[config.mk]
export PLATFORM = sky130hd
export DESIGN_NAME = dbs_fifo
export DESIGN_NICKNAME = d
export VERILOG_FILES = /design/src/dbs_fifo.sv
export SDC_FILE = /design/constraint.sdc
export NUM_CORES = 1
export LEC_CHECK = 0
export BUFFER_PORTS_ARGS = -buffer_cell sky130_fd_sc_hd__buf_2
export CAP_MARGIN = 15
export CORE_MARGIN = 2
export CORE_UTILIZATION = 30
export CTS_CLUSTER_SIZE = 30
export DETAILED_ROUTE_END_ITERATION = 7
export MAX_ROUTING_LAYER = met4
export SYNTH_ARGS = -nofsm -noshare
export SYNTH_HDL_FRONTEND = slang
export SYNTH_SLANG_ARGS = --single-unit
[constraint.sdc]
create_clock -name clk -period 2.7 [get_ports clk]
set_input_delay 0.405 -clock clk [delete_from_list [all_inputs] [get_ports clk]]
set_output_delay 0.405 -clock clk [all_outputs]
set_load 0.01 [all_outputs]
[src/dbs_fifo.sv]
// small synchronous fifo used for the command and result queues
module dbs_fifo #(
  parameter int WIDTH = 8,
  parameter int DEPTH = 2
) (
  input  logic             clk,
  input  logic             rst_n,
  input  logic             wr_en,
  input  logic [WIDTH-1:0] wr_data,
  output logic             full,
  input  logic             rd_en,
  output logic [WIDTH-1:0] rd_data,
  output logic             empty
);

  localparam int PTR_W = $clog2(DEPTH);
  localparam int CNT_W = $clog2(DEPTH + 1);
  localparam logic [PTR_W-1:0] LAST_PTR = PTR_W'(DEPTH - 1);
  localparam logic [CNT_W-1:0] FULL_CNT = CNT_W'(DEPTH);

  logic [WIDTH-1:0] mem_r [DEPTH];
  logic [PTR_W-1:0] wr_ptr_r, rd_ptr_r;
  logic [CNT_W-1:0] count_r;
  logic             do_wr, do_rd;

  assign full    = (count_r == FULL_CNT);
  assign empty   = (count_r == '0);
  assign do_wr   = wr_en & ~full;
  assign do_rd   = rd_en & ~empty;
  assign rd_data = mem_r[rd_ptr_r];

  always_ff @(posedge clk) begin
    if (!rst_n) begin
      wr_ptr_r <= '0;
      rd_ptr_r <= '0;
      count_r  <= '0;
    end else begin
      if (do_wr) begin
        wr_ptr_r <= (wr_ptr_r == LAST_PTR) ? '0 : wr_ptr_r + PTR_W'(1);
      end
      if (do_rd) begin
        rd_ptr_r <= (rd_ptr_r == LAST_PTR) ? '0 : rd_ptr_r + PTR_W'(1);
      end
      if (do_wr && !do_rd) begin
        count_r <= count_r + CNT_W'(1);
      end else if (do_rd && !do_wr) begin
        count_r <= count_r - CNT_W'(1);
      end
    end
  end

  always_ff @(posedge clk) begin
    if (do_wr) begin
      mem_r[wr_ptr_r] <= wr_data;
    end
  end

endmodule

* Yosys cells after proc, flatten, opt, wreduce, memory -nomap -nowiden
Memories as Yosys holds them, arrays and structs flattened. A register that Yosys moved wholly into a read port is not among the register bits.
Index checks and enable logic that the tools add are counted.
** Word-level totals
- Flip-flop bits (word level) :: 4
- Bits in writable memories :: 16
- Bits of input ports :: 12
- Output and inout bits :: 10
- Logic and storage cells :: 27
- Memories kept :: 1
** Operators by class
- $add $sub $neg :: 4
- Equality and inequality tests :: 1
- Mux-type cells :: 8
- Bitwise logic cells :: 4
- Reduce and logical (&&, ||, !) cells :: 6
** Memories
- mem_r :: words 2, width 8, read ports 1, clocked after memory_dff 1, write ports 1, line 21 : logic [WIDTH-1:0] mem_r [DEPTH];
** Operator list (count)
- two-way mux 1 bit :: 6
- two-way mux 2 bit :: 2
- adder 1 bit (second input constant) :: 2
- adder 2 x 1 -> 2 bit (second input constant) :: 1
- bitwise AND 1 bit :: 2
- == test 2 bit (second input constant) :: 1
- logical AND 1 bit :: 2
- logical NOT 1 bit :: 2
- logical NOT 2 bit :: 1
- inverter 1 bit :: 2
- nonzero test 2 bit :: 1
- subtractor 2 x 1 -> 2 bit (second input constant) :: 1

* Depth between registers and ports, before layout
Gate-level depths: netlist of the first run.
- Depth in word-level cells :: 7
- Mapped depth :: 7
- Mapped depth without buffers :: 7

* Worst setup path after synthesis of the first run
OpenSTA, ideal clock, no wires.
- Path kind :: register to register
- Start point :: register count_r[0]
- End point :: register count_r[1]
- Library setup time :: 70 ps
- Data arrival time :: 1401 ps
- Data required time :: 2630 ps
- Slack :: 1229 ps
- Stages on the path, launching flop included :: 7
- Buffers on the path :: 0
- Clock period less this slack :: 1471 ps
- Path through :: dfxtp_1 -> nand2b_1 -> inv_2 -> nor2_1 -> ha_1 -> or3_1 -> a21boi_1
** Between the ends
- Longest elaborated chain between the ends :: 6
- Elaborated cells between the ends (all ways) :: 15
- Those cells by class :: 2 x add/sub; 1 x eq/ne; 2 x mux; 4 x bitwise; 6 x reduce/logical
** RTL lines
- start, declared :: line 23 : logic [CNT_W-1:0] count_r;
- start signal, assigned :: line 45 : count_r <= count_r + CNT_W'(1);
- start signal, assigned :: line 47 : count_r <= count_r - CNT_W'(1);
- == test 2 bit * :: line 26 : assign full = (count_r == FULL_CNT);
- named net full :: line 10 : output logic full,
- inverter 1 bit * :: line 28 : assign do_wr = wr_en & ~full;
- bitwise AND 1 bit * :: line 28
- logical NOT 1 bit :: line 46 : end else if (do_rd && !do_wr) begin
- logical AND 1 bit :: line 46
- nonzero test 2 bit (no line)
Mark *: on every way through the listed nets, which the timed path passes. The rest lies on a longest branch. The select of a mux whose other input is x is not followed.
A chain may end at the register's enable or synchronous reset.

==> results of run 1 <==
registers in the layout (all words and copies together), names as in the netlist, named ones only:
register	cells
mem_r	16
count_r	2
rd_ptr_r	1
wr_ptr_r	1
layer usage:
metal / vias up / track usage, % / part of all wire [%] / wire length [um]
met3: 0 / 5.58 / 6.2 / 81
met1: 213 / 10.8 / 44 / 575
li1: 233 / - / - / -
met5: - / - / 0 / 0
met2: 14 / 16.7 / 49 / 641
met4: 0 / 3.06 / 0 / 0
synth_stat cells (2+ instances only):
| cell type | count |
|---|---|
| edfxtp_1 | 16 |
| mux2_2 | 8 |
| dfxtp_1 | 5 |
| and2_1 | 3 |
| nor2_1 | 2 |
| xnor2_1 | 2 |
critical path, stage by stage, from the launching register on:
cell	delay (ps)
dfxtp_1	560
mux2_2	380
buf_2	140
logic make-up (layout without fill, tap and decap cells):
| family | count (synthesis) | in the layout | synth area share [%] |
|---|---|---|---|
| buf+inv | 3 | 27 | 1.54 |
| compound gates | 5 | 5 | 4.02 |
| fa+ha+maj | 1 | 1 | 1.55 |
| flops | 21 | 21 | 71.7 |
| simple gates | 9 | 9 | 6.80 |
| xor+xnor | 3 | 3 | 3.25 |
| mux | 8 | 8 | 11.1 |
power groups by stage:
stage | clock, mW | combinational [mW] | sequential (mW)
floorplan | 0 | 0.204 | 0.441
global placement | 0 | 0.266 | 0.461
detailed placement | 0 | 0.274 | 0.462
CTS | 0.156 | 0.276 | 0.456
global route | 0.177 | 0.304 | 0.466
finish | 0.145 | 0.270 | 0.455
worst min path at each step:
stage / from / end / slack (ps) / cells after the start
floorplan: count_r[1] / count_r[1] / 480 / 2
global placement: count_r[1] / count_r[1] / 510 / 2
detailed placement: count_r[1] / count_r[1] / 520 / 2
CTS: wr_data[2] / mem_r[0][2] / 280 / 1
global route: wr_data[2] / mem_r[0][2] / 250 / 1
finish: wr_data[7] / mem_r[0][7] / 290 / 1
layout make-up:
cell class              instances  area [um^2]  area share [%]
flip-flops and latches         21          581            59.6
multi-input cells              26          216            22.2
repair buffers                 21          105            10.8
well taps                      30         37.5            3.85
clock buffers                   3         22.5            2.31
inverters                       2         7.51           0.770
clock inverters                 1         5.00           0.513
==> metrics.cfg, run 1 <==
[timing]
relSlewSlack_pct=51.2
max_freq_mhz=563
finalHoldViolations=0
setup_viol=0
min_period_ps=1780
worst_slew_pin_slew_ps=728
setup_ws_ps=922
rsz0062_at_grt=no
finalSetupTns_ps=0
fin_skew_ps=1.08
whs_ps=293
slew_violations=0
fin_crit_sh_pct=65.8

[cts]
cts_resized=0
postCtsHoldBufs=0
clk_path_buf_depth=2
clk_latency_ps=290
htreeDepth=1
cts_sinks=21
cts_root_buffer=clkbuf_4
cts_made_buffers=3
cts_tree=done
clk_pin_slew_ps=110
cts_setup_buffers=0

[yosys]
synth_edf_count=16
synth_area_um2=810
yosysTopAreaCell=edfxtp_1
syn-instance-count=50
avgSynthCellArea_um2=16.2
synthDistinctLibCells=20
ys.flop_type=edfxtp_1
syn_nets=63
synth_top_cell_area_share_pct=59.4
yosys_warnings=0
async_reset_ff_share_pct=0
ys_seq_elements=21
seq_area_frac_synth_pct=71.7
ys_top_cells_by_area=edfxtp_1 59%, dfxtp_1 12%, mux2_2 11%

[route]
postRouteAntennaNets=0
via_per_inst=4.42
routedWlPerCell_um=12.5
remaining_drc_errors=0
drt_iter0_markers=6
drt_pass1_iterations=4
num_vias=460
wl_um=1300

[placement]
hpwl_um=951
placed_area_um2=947
routabilityCongestion=0.641
port-buffer-count=21
dp_slack_ps=1100
placed_cells=100

[setup_path]
rrSetupSlack_ps=1100
worstSetupStartpointType=flop
path_class=reg -> out
rr_endpoint=count_r[1]
end_kind=output port
worstReg2RegStart=count_r[0]
cp-endpoint=rd_data[5]
critPathRequiredTime_ps=2300
cp.arrival_ps=1370
critPathMaxFanout=8
reg2reg_depth=6

[power]
p_clk_share_pct=16.6
power.switching_mw=0.263
p_total_mw=0.870
total_leakage_power_nw=0.382
power_frac_comb_pct=31.0
internal_power_mw=0.607
peakVddDrop_mv=0.509
cellPowerDensity_mw_per_mm2=893
pwr-share-seq_pct=52.4
switching_share_pct=30.2

[grt]
grt_pass1_wl_um=2320
grt_max_degree=13
grt.total_usage_pct=10.2
first_global_vias=498
grt.overflow.total=0
antenna_found_initial=0

[cells_and_area]
stdcell_area_um2=975
drive_above_1_share_pct=47.3
post-route-util_pct=38.6
area_growth_syn_to_layout_pct=20.4
fin_cells=104
most-common-layout-cells=21 x buf_2, 16 x edfxtp_1, 8 x mux2_2
diodes=0
nets=88
n_fill_cell=260
final_common_cell=buf_2

[die]
dieArea_mm2=0.00313
fp.dieW_um=55.9
die_h_um=55.9
std_cell_rows=18
core_area_mm2=0.00252
initial_core_util_pct=32.1
pin_count=22

[run]
cap_violations=0

[min_path]
worstHoldPathType=in -> reg

[status]
outcome=completed

(Power assumes the default switching activity.)
==> run 2, diff against run 1 <==
Clock period 2.7 ns to 1.5 ns, I/O delays scaled along.
==> run 2 against run 1 <==
  * Via count increased by 2.0%
  * Non-clock buffer count up 3
  * Largest cell class unchanged
  * Die area unchanged
  * Sequential power up 82%
  * Core utilization rose by 1.5 points
  * Highest routed layer unchanged
  * Register-to-register slack got worse by 1000 ps
==> metrics.cfg, run 2 (synthesis results as in run 1) <==
[cells_and_area]
final_common_cell=buf_2
largest_register_ffs=16  ; unchanged
area_growth_syn_to_layout_pct=25.0
top_regs=mem_r (16), count_r (2)
post-route-util_pct=40.1  ; +1.5 points
drive_above_1_share_pct=53.2  ; +5.9 points
most-common-layout-cells=21 x buf_2, 16 x edfxtp_1, 8 x mux2_2
largest_register=mem_r
diodes=0  ; unchanged
fin_cells=107  ; +2.9%
nets=91  ; +3.4%

[status]
outcome=completed

[die]
std_cell_rows=18  ; unchanged
dieArea_mm2=0.00313  ; unchanged
core_area_mm2=0.00252  ; unchanged
fp.dieW_um=55.9  ; unchanged
pin_count=22  ; unchanged
initial_core_util_pct=32.1  ; unchanged
die_h_um=55.9  ; unchanged

[cts]
clk_path_buf_depth=2  ; unchanged
cts_root_buffer=clkbuf_4
clk_latency_ps=290  ; about the same
clk_pin_slew_ps=110  ; about the same
cts_tree=done
cts_sinks=21  ; unchanged
htreeDepth=1  ; unchanged
cts_made_buffers=3  ; unchanged

[run]
cap_violations=0  ; unchanged

[timing]
finalSetupTns_ps=0  ; unchanged
whs_ps=117  ; -176 ps
fin_crit_sh_pct=95.9
worst_slew_pin_slew_ps=398  ; -330 ps
rsz0062_at_grt=yes
max_freq_mhz=695
slew_violations=0  ; unchanged
relSlewSlack_pct=73.5  ; +22 points
finalHoldViolations=0  ; unchanged
fin_skew_ps=6.74  ; +5.66 ps
setup_viol=0  ; unchanged
min_period_ps=1440

[route]
postRouteAntennaNets=0  ; unchanged
drt_iter0_markers=11  ; +5
drt_pass1_iterations=2  ; -2
routedWlPerCell_um=12.1  ; -3.3%
via_per_inst=4.38  ; -0.90%
num_vias=469  ; +2.0%
wl_um=1290  ; -0.54%
remaining_drc_errors=0  ; unchanged

[grt]
grt_max_degree=12  ; -1
grt.overflow.total=0  ; unchanged
first_global_vias=442  ; -11%
antenna_found_initial=0  ; unchanged
grt.total_usage_pct=8.76  ; -1.5 points
grt_pass1_wl_um=2040  ; -12%

[power]
cellPowerDensity_mw_per_mm2=1630  ; +82%
total_leakage_power_nw=0.398  ; +4.3%
peakVddDrop_mv=0.767  ; +51%

[setup_path]
cp_slowest_cell=dfxtp_2
critPathMaxFanout=3  ; -5
path_class=reg -> reg
crit_buf_inv=1  ; unchanged
cp.arrival_ps=1660  ; +290 ps
critPathRequiredTime_ps=1720  ; -580 ps
end_kind=flop
worstSetupStartpointType=flop
crit_path_max_incr_delay_ps=350  ; -210 ps
cp_top_family=simple AND/OR/NAND/NOR gates
crit_chain=nand2b_4, inv_4, nor2_1, ha_1, xor2_1, or3_1, a21boi_1

[placement]
port-buffer-count=21  ; unchanged
placed_cells=102  ; +2.0%
routabilityCongestion=0.665  ; +3.8%
hpwl_um=939  ; -1.3%

[min_path]
worstHoldPathType=in -> reg

-- run 2: what timing repair did --
action | in CTS | in global routing
hold buffers | 0 | 0
pin swaps | 0 | 2
resized for setup | 3 | 3
setup buffers | 0 | 1
endpoints found under the setup margin | 9 | 9
-- run 2: final timing paths --
check,start,end,slack [ps],cells past startpoint
max,count_r[0],count_r[1],60,7
min,wr_data[2],mem_r[0][2],120,1
max reg2reg,count_r[0],count_r[1],60,7
min reg2reg,count_r[1],count_r[1],530,2
-- run 2: where the power goes --
group / total (mW) / switching (mW) / internal (mW)
Sequential: 0.830 / 0.0762 / 0.754
Clock: 0.256 / 0.153 / 0.103
Combinational: 0.562 / 0.257 / 0.305
-- run 2: cell type report --
type,instances,area (um^2)
Tap cell,30,37.5
Inverter,2,10.0
Timing Repair Buffer,24,128
Sequential cell,21,587
Fill cell,263,1510
Multi-Input combinational cell,26,224
Clock buffer,4,26.3
-- run 2: per-stage QoR --
stage          setup slack, ps  power [mW]  cell area (um^2)
6_report                  60.9        1.65              1010
5_1_grt                  -12.8        1.75              1010
4_1_cts                   10.5        1.64               998
3_5_place_dp              27.2        1.35               962
3_3_place_gp              78.7        1.34               962
2_1_floorplan             29.0        1.16               810
-- run 2: metal layers --
| metal | routed length (um) | track usage, % | up-vias |
|---|---|---|---|
| li1 | - | - | 234 |
| met1 | 568 | 10.2 | 221 |
| met2 | 652 | 14.3 | 14 |
| met3 | 70 | 3.49 | 0 |
| met4 | 0 | 2.04 | 0 |
| met5 | 0 | - | - |
-- run 2: worst reg2reg max path, delay by kind of cell, from the launching register on --
| kind | cells | cell delay [ps] |
|---|---|---|
| and+or+nand+nor | 3 | 500 |
| DFF | 1 | 350 |
| adders and majority gates | 1 | 190 |
| xor gates and xnor gates | 1 | 150 |
| AOI/OAI and AO/OA | 1 | 130 |
| buffers and inverters | 1 | 60 |
==> run 3, diff against run 2 <==
Settings changed: CTS_BUF_LIST set to sky130_fd_sc_hd__clkbuf_16, PLACE_DENSITY set to 0.56.
Clock period 1.5 ns to 1.2 ns, I/O delays scaled along.
==> run 3 against run 2 <==
  * The flow now finishes with violations (negative setup slack)
  * Core utilization rose by 11 points
  * Cell area rose by 28%
  * Clock-buffer cell count fell by 1
  * Worst hold slack improved by 2.4 ps
  * Critical path depth did not move
==> metrics.cfg, run 3 (synthesis results as in run 1) <==
[cts]
clk_latency_ps=250  ; -40 ps
cts_tree=done
cts_sinks=21  ; unchanged
clk_pin_slew_ps=50  ; -60 ps
cts_made_buffers=3  ; unchanged
postCtsHoldBufs=0  ; unchanged
htreeDepth=1  ; unchanged
clk_path_buf_depth=2  ; unchanged
cts_root_buffer=clkbuf_16

[power]
total_leakage_power_nw=0.533  ; +34%
peakVddDrop_mv=1.26  ; +64%
p_total_mw=2.93  ; +78%
internal_power_mw=2.15  ; +85%
switching_share_pct=26.6  ; -2.9 points
pwr-share-seq_pct=35.1  ; -15 points
p_clk_share_pct=22.9  ; +7.4 points
power_frac_comb_pct=42.0  ; +7.9 points
power.switching_mw=0.779  ; +60%
cellPowerDensity_mw_per_mm2=2270  ; +39%

[timing]
relSlewSlack_pct=86.6  ; +13 points
setup_viol=28  ; +28
rsz0062_at_grt=yes
finalHoldViolations=0  ; unchanged
finalSetupTns_ps=-2490  ; -2490 ps
worst_slew_pin_slew_ps=201  ; -198 ps
setup_ws_ps=-205  ; -266 ps
min_period_ps=1410  ; -34.1 ps
fin_skew_ps=1.77  ; -4.97 ps
max_freq_mhz=712  ; +2.4%
slew_violations=0  ; unchanged
fin_crit_sh_pct=117  ; +21 points

[route]
wl_um=1480  ; +15%
drt_iter0_markers=10  ; -1
num_vias=529  ; +13%
remaining_drc_errors=0  ; unchanged
via_per_inst=4.48  ; +2.3%
drt_pass1_iterations=2  ; unchanged
postRouteAntennaNets=0  ; unchanged
routedWlPerCell_um=12.6  ; +4.1%

[die]
fp.dieW_um=55.9  ; unchanged
pin_count=22  ; unchanged
dieArea_mm2=0.00313  ; unchanged
initial_core_util_pct=32.1  ; unchanged
die_h_um=55.9  ; unchanged
std_cell_rows=18  ; unchanged
core_area_mm2=0.00252  ; unchanged

[grt]
grt_max_degree=12  ; unchanged
grt.overflow.total=0  ; unchanged
first_global_vias=589  ; +33%
grt_use_met1_pct=11.6  ; +1.4 points
grt_pass1_wl_um=2480  ; +22%
met2_usage_pct=17.3  ; +3.1 points
grt.total_usage_pct=10.6  ; +1.9 points
busiest_layer=met2
antenna_found_initial=0  ; unchanged
met3_usage_pct=3.49  ; unchanged

[placement]
dp_slack_ps=-256  ; -283 ps
port-buffer-count=21  ; unchanged
routabilityCongestion=0.674  ; +1.3%

[setup_path]
critPathRequiredTime_ps=1370  ; -350 ps
path_class=reg -> reg
cp_top_family=simple AND/OR/NAND/NOR gates
worstSetupStartpointType=flop
crit_path_max_incr_delay_ps=350  ; about the same
crit_buf_inv=1  ; unchanged
crit_chain=nand2b_4, inv_4, nor2_4, ha_4, xor2_2, or3_1, a21boi_1
end_kind=flop
critPathMaxFanout=4  ; +1
cp_slowest_cell=dfxtp_4
cp.arrival_ps=1580  ; -80 ps

[cells_and_area]
top_regs=mem_r (16), count_r (2)
largest_register_ffs=16  ; unchanged
final_common_cell=edfxtp_1
most-common-layout-cells=16 x edfxtp_1, 12 x buf_2, 12 x buf_4
diodes=0  ; unchanged
nets=102  ; +12%
drive_above_1_share_pct=64.8  ; +12 points
post-route-util_pct=51.2  ; +11 points
largest_register=mem_r
area_growth_syn_to_layout_pct=59.7

[min_path]
worstHoldPathType=in -> reg

[status]
violations=negative setup slack
outcome=finished, violations left

[run]
cap_violations=0  ; unchanged

[run 3: changes by cell type in the layout (fill, tap and decap cells not counted), moves of 3 or more]
cell | previous run | this run
buf_2 | 21 | 12
buf_4 | 3 | 12
buf_6 | 0 | 10
clkbuf_16 | 0 | 3
clkbuf_4 | 3 | 0
mux2_2 | 8 | 0
mux2_4 | 0 | 8
[run 3: final timing paths]
check             start           to  slack [ps]  depth (start not counted)
max reg2reg  count_r[0]   count_r[1]        -210                          7
min          wr_data[1]  mem_r[1][1]         120                          1
min reg2reg  count_r[1]   count_r[1]         540                          2
max          count_r[0]   count_r[1]        -210                          7
[run 3: metrics by stage]
stage | hold slack (ps) | cells | instance area (um^2)
3_3_place_gp | 369 | 110 | 1070
3_5_place_dp | 373 | 110 | 1070
6_report | 119 | 118 | 1290
4_1_cts | 114 | 118 | 1300
2_1_floorplan | 279 | 50 | 836
5_1_grt | 115 | 118 | 1290
[run 3: final cells by class]
class | instances | area, um^2
tap | 30 | 37.5
timing repair buffer | 35 | 283
clock inverter | 1 | 3.75
clock buffer | 3 | 75.1
fill | 223 | 1230
multi-input combinational | 26 | 297
inverter | 2 | 10.0
sequential | 21 | 587
[run 3: power by group through the flow]
stage | sequential [mW] | clock, mW | combinational (mW)
after global placement | 1.02 | 0 | 0.877
final | 1.03 | 0.671 | 1.23
after global routing | 1.05 | 0.719 | 1.32
after detailed placement | 1.02 | 0 | 0.894
after floorplan | 1.00 | 0 | 0.512
after CTS | 1.02 | 0.698 | 1.23
[run 3: timing repair]
action	4_1_cts	5_1_grt
gates resized for setup	25	2
setup buffers	4	2
endpoints found under the setup margin	27	28
pin swaps	4	3
hold endpoints to repair	0	0
[run 3: worst register-to-register path: cells and delay by family, from the launching register on]
| kind | cells | cell delay [ps] |
|---|---|---|
| flops | 1 | 350 |
| simple gates | 3 | 490 |
| fa+ha+maj | 1 | 150 |
| xor+xnor | 1 | 140 |
| compound gates | 1 | 130 |
| buf+inv | 1 | 60 |
[run 3: per-layer routing]
metal / routed length [um] / vias to the layer above
met4: 0 / 0
li1: - / 261
met5: 0 / -
met1: 593 / 253
met3: 76 / 0
met2: 812 / 15
